## src/rtl/psw_pkg.sv

```systemverilog
// Package for the planar span write generator.
// Holds the shared types, constants and mask tables. No dependencies.
package psw_pkg;

    localparam logic [8:0] ROW_BYTES = 9'd80;

    // Configuration register indexes
    localparam logic [2:0] REG_CLIP_MIN_X = 3'd0;
    localparam logic [2:0] REG_CLIP_MAX_X = 3'd1;
    localparam logic [2:0] REG_CLIP_MIN_Y = 3'd2;
    localparam logic [2:0] REG_CLIP_MAX_Y = 3'd3;
    localparam logic [2:0] REG_PAGE_BASE  = 3'd4;

    localparam logic [3:0] MASK_ALL = 4'hF;

    typedef struct packed {
        logic [9:0]  clip_min_x;
        logic [10:0] clip_max_x;
        logic [9:0]  clip_min_y;
        logic [10:0] clip_max_y;
        logic [15:0] page_base;
    } cfg_t;

    // One clipped span, ready to be split into writes
    typedef struct packed {
        logic [15:0] addr;
        logic [3:0]  lmask;
        logic [3:0]  rmask;
        logic [8:0]  n;
        logic [7:0]  color;
        logic [1:0]  last_idx;
    } plan_t;

    function automatic logic [3:0] left_mask(input logic [1:0] x);
        case (x)
            2'd0:    left_mask = 4'hF;
            2'd1:    left_mask = 4'hE;
            2'd2:    left_mask = 4'hC;
            default: left_mask = 4'h8;
        endcase
    endfunction

    function automatic logic [3:0] right_mask(input logic [1:0] x);
        case (x)
            2'd0:    right_mask = 4'h1;
            2'd1:    right_mask = 4'h3;
            2'd2:    right_mask = 4'h7;
            default: right_mask = 4'hF;
        endcase
    endfunction

endpackage

```

## src/rtl/psw_cfg_regs.sv

```systemverilog
// Configuration register file of the planar span write generator.
// Depends on psw_pkg.
module psw_cfg_regs (
    input  logic           aclk,
    input  logic           aresetn,
    input  logic           cfg_wr_en,
    input  logic [2:0]     cfg_index,
    input  logic [15:0]    cfg_wdata,
    output psw_pkg::cfg_t  cfg
);
    import psw_pkg::*;

    cfg_t cfg_reg;

    always_ff @(posedge aclk) begin
        if (!aresetn) begin
            cfg_reg.clip_min_x <= 10'd0;
            cfg_reg.clip_max_x <= 11'd320;
            cfg_reg.clip_min_y <= 10'd0;
            cfg_reg.clip_max_y <= 11'd240;
            cfg_reg.page_base  <= 16'd0;
        end else if (cfg_wr_en) begin
            unique case (cfg_index)
                REG_CLIP_MIN_X: cfg_reg.clip_min_x <= cfg_wdata[9:0];
                REG_CLIP_MAX_X: cfg_reg.clip_max_x <= cfg_wdata[10:0];
                REG_CLIP_MIN_Y: cfg_reg.clip_min_y <= cfg_wdata[9:0];
                REG_CLIP_MAX_Y: cfg_reg.clip_max_y <= cfg_wdata[10:0];
                REG_PAGE_BASE:  cfg_reg.page_base  <= cfg_wdata;
                default: ;
            endcase
        end
    end

    assign cfg = cfg_reg;

endmodule

```

## src/rtl/psw_span_plan.sv

```systemverilog
// Clip and address logic: turns one registered span into a write plan.
// Depends on psw_pkg.
module psw_span_plan (
    input  logic [11:0]    row,
    input  logic [11:0]    span_left,
    input  logic [11:0]    span_right,
    input  logic [7:0]     fill_color,
    input  psw_pkg::cfg_t  cfg,
    output psw_pkg::plan_t plan,
    output logic           keep
);
    import psw_pkg::*;

    logic signed [12:0] row_s, xs_s, xe_s;
    logic signed [12:0] min_x_s, max_x_s, min_y_s, max_y_s;
    logic signed [12:0] xs_c, xe_c;
    logic [10:0] row_u, xs_u, xe_u, n_full;
    logic [19:0] row_off;

    always_comb begin
        row_s   = 13'(signed'(row));
        xs_s    = 13'(signed'(span_left));
        xe_s    = 13'(signed'(span_right));
        min_x_s = signed'({3'b000, cfg.clip_min_x});
        max_x_s = signed'({2'b00, cfg.clip_max_x});
        min_y_s = signed'({3'b000, cfg.clip_min_y});
        max_y_s = signed'({2'b00, cfg.clip_max_y});

        xs_c = (xs_s < min_x_s) ? min_x_s : xs_s;
        xe_c = (xe_s >= max_x_s) ? (max_x_s - 13'sd1) : xe_s;

        keep = (row_s >= min_y_s) && (row_s < max_y_s) && !(xe_c < xs_c);

        // valid only when keep: all three are then non-negative
        row_u   = row_s[10:0];
        xs_u    = xs_c[10:0];
        xe_u    = xe_c[10:0];
        row_off = {9'b0, row_u} * {11'b0, ROW_BYTES};
        n_full  = xe_u - {xs_u[10:2], 2'b00};

        plan.addr  = cfg.page_base + row_off[15:0] + {7'b0, xs_u[10:2]};
        plan.lmask = left_mask(xs_u[1:0]);
        plan.rmask = right_mask(xe_u[1:0]);
        plan.n     = n_full[10:2];
        plan.color = fill_color;
        if (plan.n == 9'd0) begin
            plan.last_idx = 2'd0;
        end else if (plan.n == 9'd1) begin
            plan.last_idx = 2'd1;
        end else begin
            plan.last_idx = 2'd2;
        end
    end

endmodule

```

## src/rtl/psw_write_seq.sv

```systemverilog
// Plan register and write sequencer: emits up to three writes per span,
// one per cycle into the output register when free. Depends on psw_pkg.
module psw_write_seq (
    input  logic           aclk,
    input  logic           aresetn,
    input  logic           plan_offer,
    input  logic           plan_keep,
    input  psw_pkg::plan_t plan_in,
    output logic           plan_take,
    output logic           m_tvalid,
    input  logic           m_tready,
    output logic [39:0]    m_tdata,
    output logic           m_tlast
);
    import psw_pkg::*;

    plan_t       plan_reg;
    logic        plan_valid_reg, plan_valid_next;
    logic [1:0]  idx_reg, idx_next;
    logic        m_valid_reg;
    logic [15:0] addr_reg, addr_next;
    logic [3:0]  mask_reg, mask_next;
    logic [8:0]  count_reg, count_next;
    logic [7:0]  color_reg;
    logic        last_reg, last_next;
    logic        out_free, emit, plan_done;
    logic [15:0] addr_end;

    assign out_free  = !m_valid_reg || m_tready;
    assign emit      = plan_valid_reg && out_free;
    assign plan_done = emit && (idx_reg == plan_reg.last_idx);
    assign plan_take = plan_offer && (!plan_valid_reg || plan_done);
    assign addr_end  = plan_reg.addr + {7'b0, plan_reg.n};

    always_comb begin
        plan_valid_next = plan_valid_reg;
        idx_next        = idx_reg;
        if (plan_done) begin
            plan_valid_next = 1'b0;
            idx_next        = 2'd0;
        end else if (emit) begin
            idx_next = idx_reg + 2'd1;
        end
        if (plan_take) begin
            plan_valid_next = plan_keep;
        end

        // select the write for the current step
        addr_next  = addr_end;
        mask_next  = plan_reg.rmask;
        count_next = 9'd1;
        last_next  = 1'b1;
        case (idx_reg)
            2'd0: begin
                addr_next = plan_reg.addr;
                if (plan_reg.n == 9'd0) begin
                    mask_next = plan_reg.lmask & plan_reg.rmask;
                end else begin
                    mask_next = plan_reg.lmask;
                    last_next = 1'b0;
                end
            end
            2'd1: begin
                if (plan_reg.n != 9'd1) begin
                    addr_next  = plan_reg.addr + 16'd1;
                    mask_next  = MASK_ALL;
                    count_next = plan_reg.n - 9'd1;
                    last_next  = 1'b0;
                end
            end
            default: ;
        endcase
    end

    always_ff @(posedge aclk) begin
        if (!aresetn) begin
            plan_valid_reg <= 1'b0;
            idx_reg        <= 2'd0;
            m_valid_reg    <= 1'b0;
        end else begin
            plan_valid_reg <= plan_valid_next;
            idx_reg        <= idx_next;
            if (out_free) begin
                m_valid_reg <= emit;
            end
        end
    end

    always_ff @(posedge aclk) begin
        if (plan_take) begin
            plan_reg <= plan_in;
        end
        if (emit) begin
            addr_reg  <= addr_next;
            mask_reg  <= mask_next;
            count_reg <= count_next;
            color_reg <= plan_reg.color;
            last_reg  <= last_next;
        end
    end

    assign m_tvalid = m_valid_reg;
    assign m_tdata  = {3'b000, color_reg, count_reg, mask_reg, addr_reg};
    assign m_tlast  = last_reg;

endmodule

```

## src/rtl/planar_span_write_generator.sv

```systemverilog
// Top level of the planar span write generator.
// Depends on psw_pkg, psw_cfg_regs, psw_span_plan and psw_write_seq.
//
// Turns each horizontal span (row, start column, end column, color) into
// byte writes for a four-plane planar frame buffer with ROW_BYTES bytes per
// row. The span is dropped unless clip_min_y <= row < clip_max_y; the start
// is raised to clip_min_x and the end lowered to clip_max_x - 1, and a span
// left empty gives no writes. A surviving span gives a left write with a
// left edge plane mask, an optional full-mask middle fill over byte_count
// bytes, and a right write; a span inside one byte gives a single write with
// the merged mask. last_write (tlast) marks the final write of a span.
// Addresses are page_base + row*ROW_BYTES + (x>>2), modulo 65536.
// Data path: input register, clip/address logic, plan register, write
// sequencer, output register. A write passes through the input, plan and
// output registers in that order. The sequencer issues one write per cycle
// while the output register is free, and a span holds the plan register
// until its last write is issued; the plan register takes the next span as
// that write is issued. A dropped span gives no write and leaves the plan
// register free. Configuration is written through cfg_wr_en, cfg_index
// and cfg_wdata, and must only change while the block is idle.
module planar_span_write_generator (
    input  logic        aclk,
    input  logic        aresetn,
    // configuration write port
    input  logic        cfg_wr_en,
    input  logic [2:0]  cfg_index,
    input  logic [15:0] cfg_wdata,
    // span input
    input  logic        s_tvalid,
    output logic        s_tready,
    input  logic [47:0] s_tdata,  // row[11:0], span_left[23:12],
                                  // span_right[35:24], fill_color[43:36]
    // write output
    output logic        m_tvalid,
    input  logic        m_tready,
    output logic [39:0] m_tdata,  // byte_address[15:0], plane_mask[19:16],
                                  // byte_count[28:20], write_color[36:29]
    output logic        m_tlast   // last_write
);
    import psw_pkg::*;

    cfg_t        cfg;
    plan_t       plan;
    logic        plan_keep, plan_take;
    logic        in_valid_reg;
    logic [11:0] row_reg, left_reg, right_reg;
    logic [7:0]  color_reg;

    psw_cfg_regs u_cfg (
        .aclk      (aclk),
        .aresetn   (aresetn),
        .cfg_wr_en (cfg_wr_en),
        .cfg_index (cfg_index),
        .cfg_wdata (cfg_wdata),
        .cfg       (cfg)
    );

    // Take a new span whenever the input register is empty or moves on
    assign s_tready = !in_valid_reg || plan_take;

    always_ff @(posedge aclk) begin
        if (!aresetn) begin
            in_valid_reg <= 1'b0;
        end else if (s_tready) begin
            in_valid_reg <= s_tvalid;
        end
    end

    // Hold the span fields until the plan register takes them
    always_ff @(posedge aclk) begin
        if (s_tready && s_tvalid) begin
            row_reg   <= s_tdata[11:0];
            left_reg  <= s_tdata[23:12];
            right_reg <= s_tdata[35:24];
            color_reg <= s_tdata[43:36];
        end
    end

    psw_span_plan u_plan (
        .row        (row_reg),
        .span_left  (left_reg),
        .span_right (right_reg),
        .fill_color (color_reg),
        .cfg        (cfg),
        .plan       (plan),
        .keep       (plan_keep)
    );

    psw_write_seq u_seq (
        .aclk       (aclk),
        .aresetn    (aresetn),
        .plan_offer (in_valid_reg),
        .plan_keep  (plan_keep),
        .plan_in    (plan),
        .plan_take  (plan_take),
        .m_tvalid   (m_tvalid),
        .m_tready   (m_tready),
        .m_tdata    (m_tdata),
        .m_tlast    (m_tlast)
    );

endmodule

```

## config.mk

```make
export PLATFORM = sky130hd
export DESIGN_NAME = planar_span_write_generator
export DESIGN_NICKNAME = d
export VERILOG_FILES = /design/src/rtl/psw_pkg.sv /design/src/rtl/psw_cfg_regs.sv /design/src/rtl/psw_span_plan.sv /design/src/rtl/psw_write_seq.sv /design/src/rtl/planar_span_write_generator.sv
export SDC_FILE = /design/constraint.sdc
export NUM_CORES = 1
export LEC_CHECK = 0
export BUFFER_PORTS_ARGS = -buffer_cell sky130_fd_sc_hd__buf_2
export CORE_MARGIN = 1.5
export CORE_UTILIZATION = 40
export CTS_CLUSTER_SIZE = 14
export DETAILED_ROUTE_END_ITERATION = 10
export PLACE_DENSITY = 0.65
export SLEW_MARGIN = 15
export SYNTH_ARGS = -nofsm -noshare
export SYNTH_HDL_FRONTEND = slang
export SYNTH_SLANG_ARGS = --single-unit
```

## constraint.sdc

```tcl
create_clock -name aclk -period 4.85 [get_ports aclk]
set_input_delay 0.2425 -clock aclk [delete_from_list [all_inputs] [get_ports aclk]]
set_output_delay 0.2425 -clock aclk [all_outputs]
set_load 0.05 [all_outputs]
```

# ---- After elaboration in Yosys (flattened, before gate mapping)
# Cells that the tools add are included.
dict set report word_totals {
  output_inout_bits 43
  elab_cells 94
  ff_bits 188
  in_bits 72
}
dict set report op_classes {
  mul 1
  eq_ne 12
  reduce_logical 27
  addsub 8
  n_lt_le_gt_ge 5
  mux 15
  bitwise 2
}
# op count
set op_table {}
lappend op_table {{$add 16x9->16} 2}
lappend op_table {{$pmux 16 s2} 1}
lappend op_table {{$mux 13} 2}
lappend op_table {{$logic_not 9->1} 2}
lappend op_table {{$add 16x1->16 const B} 1}
lappend op_table {{$add 16x16->16} 1}
lappend op_table {{$mux 16} 1}
lappend op_table {{$lt 13x13->1} 1}
lappend op_table {{$ge 12x11->1} 1}
lappend op_table {{$ge 12x12->1} 1}
lappend op_table {{$lt 12x11->1} 1}
lappend op_table {{$lt 12x12->1} 1}
lappend op_table {{$mul 11x3->12 const B} 1}
lappend op_table {{$pmux 4 s3} 1}
lappend op_table {{$reduce_and 2->1} 6}
lappend op_table {{$sub 11x1->12 const B} 1}
lappend op_table {{$sub 11x11->11} 1}
lappend op_table {{$eq 9x1->1 const B} 1}
lappend op_table {{$ne 9x1->1 const B} 1}
lappend op_table {{$pmux 3 s3} 1}
lappend op_table {{$sub 9x1->9 const B} 1}
lappend op_table {{$mux 4} 2}
lappend op_table {{$pmux 4 s2} 1}
lappend op_table {{$eq 2x1->1 const B} 3}
lappend op_table {{other kinds (18)} 35}

# ---- Logic depth before layout (Yosys ltp)
dict set report logic_depth {
  depth_word 8
  depth_mapped 21
  mapped_depth_nobuf 20
}

# ---- Hierarchy
# From an unflattened synthesis, not the netlist that was laid out.
dict set report hier_totals {
  cells_unflattened 1083
  hier_area_um2 11274.6
}
# module seq_area_each_um2 n_inst cells_per_inst area_per_inst_um2
set modules_own_cells {}
lappend modules_own_cells {psw_write_seq 2512.4 1 340 4082.7}
lappend modules_own_cells {psw_span_plan 0.0 1 477 3609.7}
lappend modules_own_cells {psw_cfg_regs 1161.1 1 217 2203.4}
lappend modules_own_cells {planar_span_write_generator 1341.3 1 49 1378.8}

# ---- Least setup slack after synthesis
# OpenSTA, ideal clock, no wires.
dict set report synth_path {
  path_kind {reg2reg}
  from {register left_reg[1]}
  to {register u_seq.plan_reg[42] (netlist bit) (data pin)}
  setup_time_ns 0.260
  t_arrival_ns 4.846
  synth_period_minus_slack_ns 5.106
  required_ns 4.590
  path_buffers 1
  slack_ns -0.256
  path_stages_with_launch 21
  cell_sequence {edfxtp_1 ha_1 a21o_1 a21o_1 a21o_1 a2111oi_0 nor3_1 o21ai_0 ha_1 clkbuf_1 mux2_2 ha_1 ha_1 fa_1 a211o_1 a2111oi_1 o31ai_1 nand4_1 nand4b_1 a21oi_1 xnor2_1}
}
# element line
set synth_rtl {}
lappend synth_rtl {{start: declaration} planar_span_write_generator.sv:46} ;# logic [11:0] row_reg, left_reg, right_reg;
lappend synth_rtl {{start signal: assignment} planar_span_write_generator.sv:73} ;# left_reg <= s_tdata[23:12];
lappend synth_rtl {{end signal: assignment} psw_write_seq.sv:91} ;# plan_reg <= plan_in;
lappend synth_rtl {{end: declaration} psw_write_seq.sv:17} ;# plan_t plan_reg;

==> impl_results.md <==
* Status: finished clean
* Clock root buffer: clkbuf_16
* Worst Hold Class: primary input to flop
* CP Buf/Inv Count at 1
* Final Non-Filler Cells at 1,555
* Hold Vio Cnt, Final at 0
* TritonCTS clock tree: built
* CP max-delay cell: edfxtp_1
* Diode count at 0
* Clk sinks at 186
* Clock Skew at 0.0133 ns
* Cell family with most CP delay: compound AO/OA/AOI/OAI gates
* Register area at 4960 um^2
* Layout cell share with drive strength beyond 1 at 16.7%
* Drt drc at 0
* Via Count at 8,040
* FILL cells at 2,415
* Largest register FFs at 58
* Clk_lat worst skew at 0.44 ns
* H-Tree Depth at 4
* Mapped cell area at 10,500 um^2
* Yosys warnings at 0
* Inst Count DP at 1,477
* Setup crit start kind: flop
* Worst setup EP type: flop
* Largest net degree at the start of global routing at 45
* Hold_ws at 0.0538 ns
* Max-cap viol count at 0
* Die ar. at 27,200 um^2
* Data arrival, critical path at 4.84 ns
* CTS Buf Count at 17
* Row cnt at 59
* Syn_area_per_cell at 10.1 um^2
* First-pass DRT Iterations at 4
* Multi-input gate area at 5210 um^2
* Critical path, cell by cell: ha_1 > a21o_1 > a21o_1 > a21o_1 > a2111oi_2 > nor3_1 > o21ai_1 > ha_4 > buf_8 > mux2_4 > ha_1 > ha_1 > a211o_1 > a2111oi_4 > o31ai_2 > nand4_1 > nand4b_1 > a21oi_2 > xnor2_1
* Post-route clock period utilization at 96.1%
* Yosys reg bits at 186
* Slowest Stage Delay on Critical Path at 0.39 ns
* Height of the die at 165 um
* Initial DRC Count at 443
* Clock share of power at 32.9%
* CP Max Fanout at 6
* Final min period at 4.66 ns
* Post-Route WL at 23,900 um
* Max frequency at 0.214 GHz
* Max VDD drop at 183 uV
* Async S/R FF share, synth at 0%
* Post-detail-place hpwl at 17,500 um
* Netlist cell types at 68
* Total congestion overflow at 0
* Worst slew pin tran at 1.13 ns
* I/O Buffers at 107
* EDFF count, synth at 123
* DIE WIDTH at 165 um
* Main synth FF type: edfxtp_1
* IO Pins at 115
* Final slew viol count at 0
* Power density over the cells at 321 nW/um^2
* Design internal power at 0.00286 W
* Initial Util at 40.4%
* First-pass GRT wire length at 37,000 um
* Max-slew headroom at the worst pin at 24.5%
* Global Route Usage Sum at 17.7%
* Nets at 1,398
* DR vias/cell at 5.17
* Tot Pwr at 0.00406 W
* Endpoints failing setup at 0
* P&R area growth vs syn at 20.9%
* Clk pin slew, worst setup/hold paths at 0.07 ns
* Post-synthesis sequential area ratio at 47.3%
* Vias in the first global route at 7,408
* Switching Fraction at 29.6%
* Final core occ at 48.9%
* RePlAce Congestion at 0.861
* Worst EP required at 5.02 ns
* Switch Pwr at 0.00120 W
* Area of the core at 25,900 um^2
* Comb pwr share at 21.1%
* Syn Inst Count at 1,040
* Initial antenna violation count at 0
* DRT antenna net count at 0
* Kind of critical path: flop to flop
* WL/cell at 15.4 um
* Leak at 5.07 nW
* Max Root-Sink Buffers at 2
* Sequential share of power at 46.0%
-- synth_stat cells, drive strengths merged, types with 10 or more instances --
master / instances / area [um^2]
nand2: 163 / 612
edfxtp: 123 / 3690
ha: 110 / 1380
inv: 92 / 345
a21oi: 87 / 450
dfxtp: 63 / 1260
nor2: 51 / 191
o21ai: 44 / 224
nand3: 33 / 165
xnor2: 31 / 272
a21o: 25 / 189
clkbuf: 23 / 86.3
xor2: 17 / 156
a31oi: 11 / 68.8
o211ai: 11 / 82.6
nor3: 10 / 50.1
-- metal layers --
metal	vias to the layer above	global-route usage (%)	share of wire, %
met5	-	0	0
met4	0	6.02	2.1
met3	31	3.24	4.9
met2	211	28.6	46
met1	3749	23.9	47
li1	4049	-	-
-- timing repair --
action	4_1_cts	5_1_grt
setup endpoints to repair	3	9
resized for setup	8	19
endpoints found under the hold margin	43	1
hold buffers	43	1
buffers inserted	2	1
pin swaps	6	16
-- final cells by class --
cell class	count	area share [%]
Tap cell	335	3.31
Multi-Input combinational cell	734	41.2
Timing Repair Buffer	176	9.25
Inverter	92	2.73
Clock inverter	15	1.03
Sequential cell	186	39.1
Clock buffer	17	3.36
-- cell families (layout without fill, tap and decap cells) --
group	count (synthesis)	count (layout)	synth area share [%]
compound gates	235	235	14.3
buf+inv	122	300	4.50
other cells	1	3	0.0358
flops	186	186	47.3
fa+ha+maj	119	119	14.9
mux	16	16	1.64
simple gates	313	313	13.3
xor+xnor	48	48	4.09
-- cells in the final DEF (no fill, tap or decap), drive strengths merged, types with 8 or more instances in the layout --
master	netlist	routed
a21o	25	25
a21oi	87	87
a31oi	11	11
buf	7	132
clkbuf	23	17
dfxtp	63	63
dlygate4sd3	0	44
edfxtp	123	123
fa	9	9
ha	110	110
inv	92	102
mux2	9	9
nand2	163	163
nand3	33	33
nand4	8	8
nor2	51	51
nor3	10	10
o211ai	11	11
o21ai	44	44
xnor2	31	31
xor2	17	17
-- through the flow --
| stage | cell area, um^2 | worst slack (ns) | setup TNS [ns] |
|---|---|---|---|
| after CTS | 12500 | 0.00195 | 0 |
| after detailed placement | 11500 | -0.0644 | -0.111 |
| after global placement | 11500 | 0.00826 | 0 |
| after floorplan | 10500 | 0.0261 | 0 |
| final | 12700 | 0.187 | 0 |
| after global routing | 12700 | -0.00974 | -0.0150 |
-- power by group through the flow --
| stage | Clock (W) | Combinational, W | Sequential [W] |
|---|---|---|---|
| 2_1_floorplan | 0 | 0.000586 | 0.00188 |
| 3_3_place_gp | 0 | 0.000778 | 0.00190 |
| 3_5_place_dp | 0 | 0.000791 | 0.00190 |
| 4_1_cts | 0.00137 | 0.000835 | 0.00186 |
| 5_1_grt | 0.00143 | 0.000959 | 0.00187 |
| 6_report | 0.00134 | 0.000857 | 0.00187 |
-- worst min-delay path: stages --
cell and delay, ns:
buf_2 0.10, nand2_1 0.05, a21oi_1 0.05
-- final timing paths --
| kind | start | to | slack, ns | depth (start not counted) |
|---|---|---|---|---|
| setup reg to reg | left_reg[1] | u_seq.plan_reg[42] | 0.19 | 19 |
| setup / recovery | left_reg[1] | u_seq.plan_reg[42] | 0.19 | 19 |
| hold / removal | cfg_wdata[13] | u_cfg.cfg[13] | 0.05 | 3 |
| hold reg to reg | color_reg[5] | u_seq.plan_reg[7] | 0.42 | 0 |
Power figures use the tool's default switching activity.
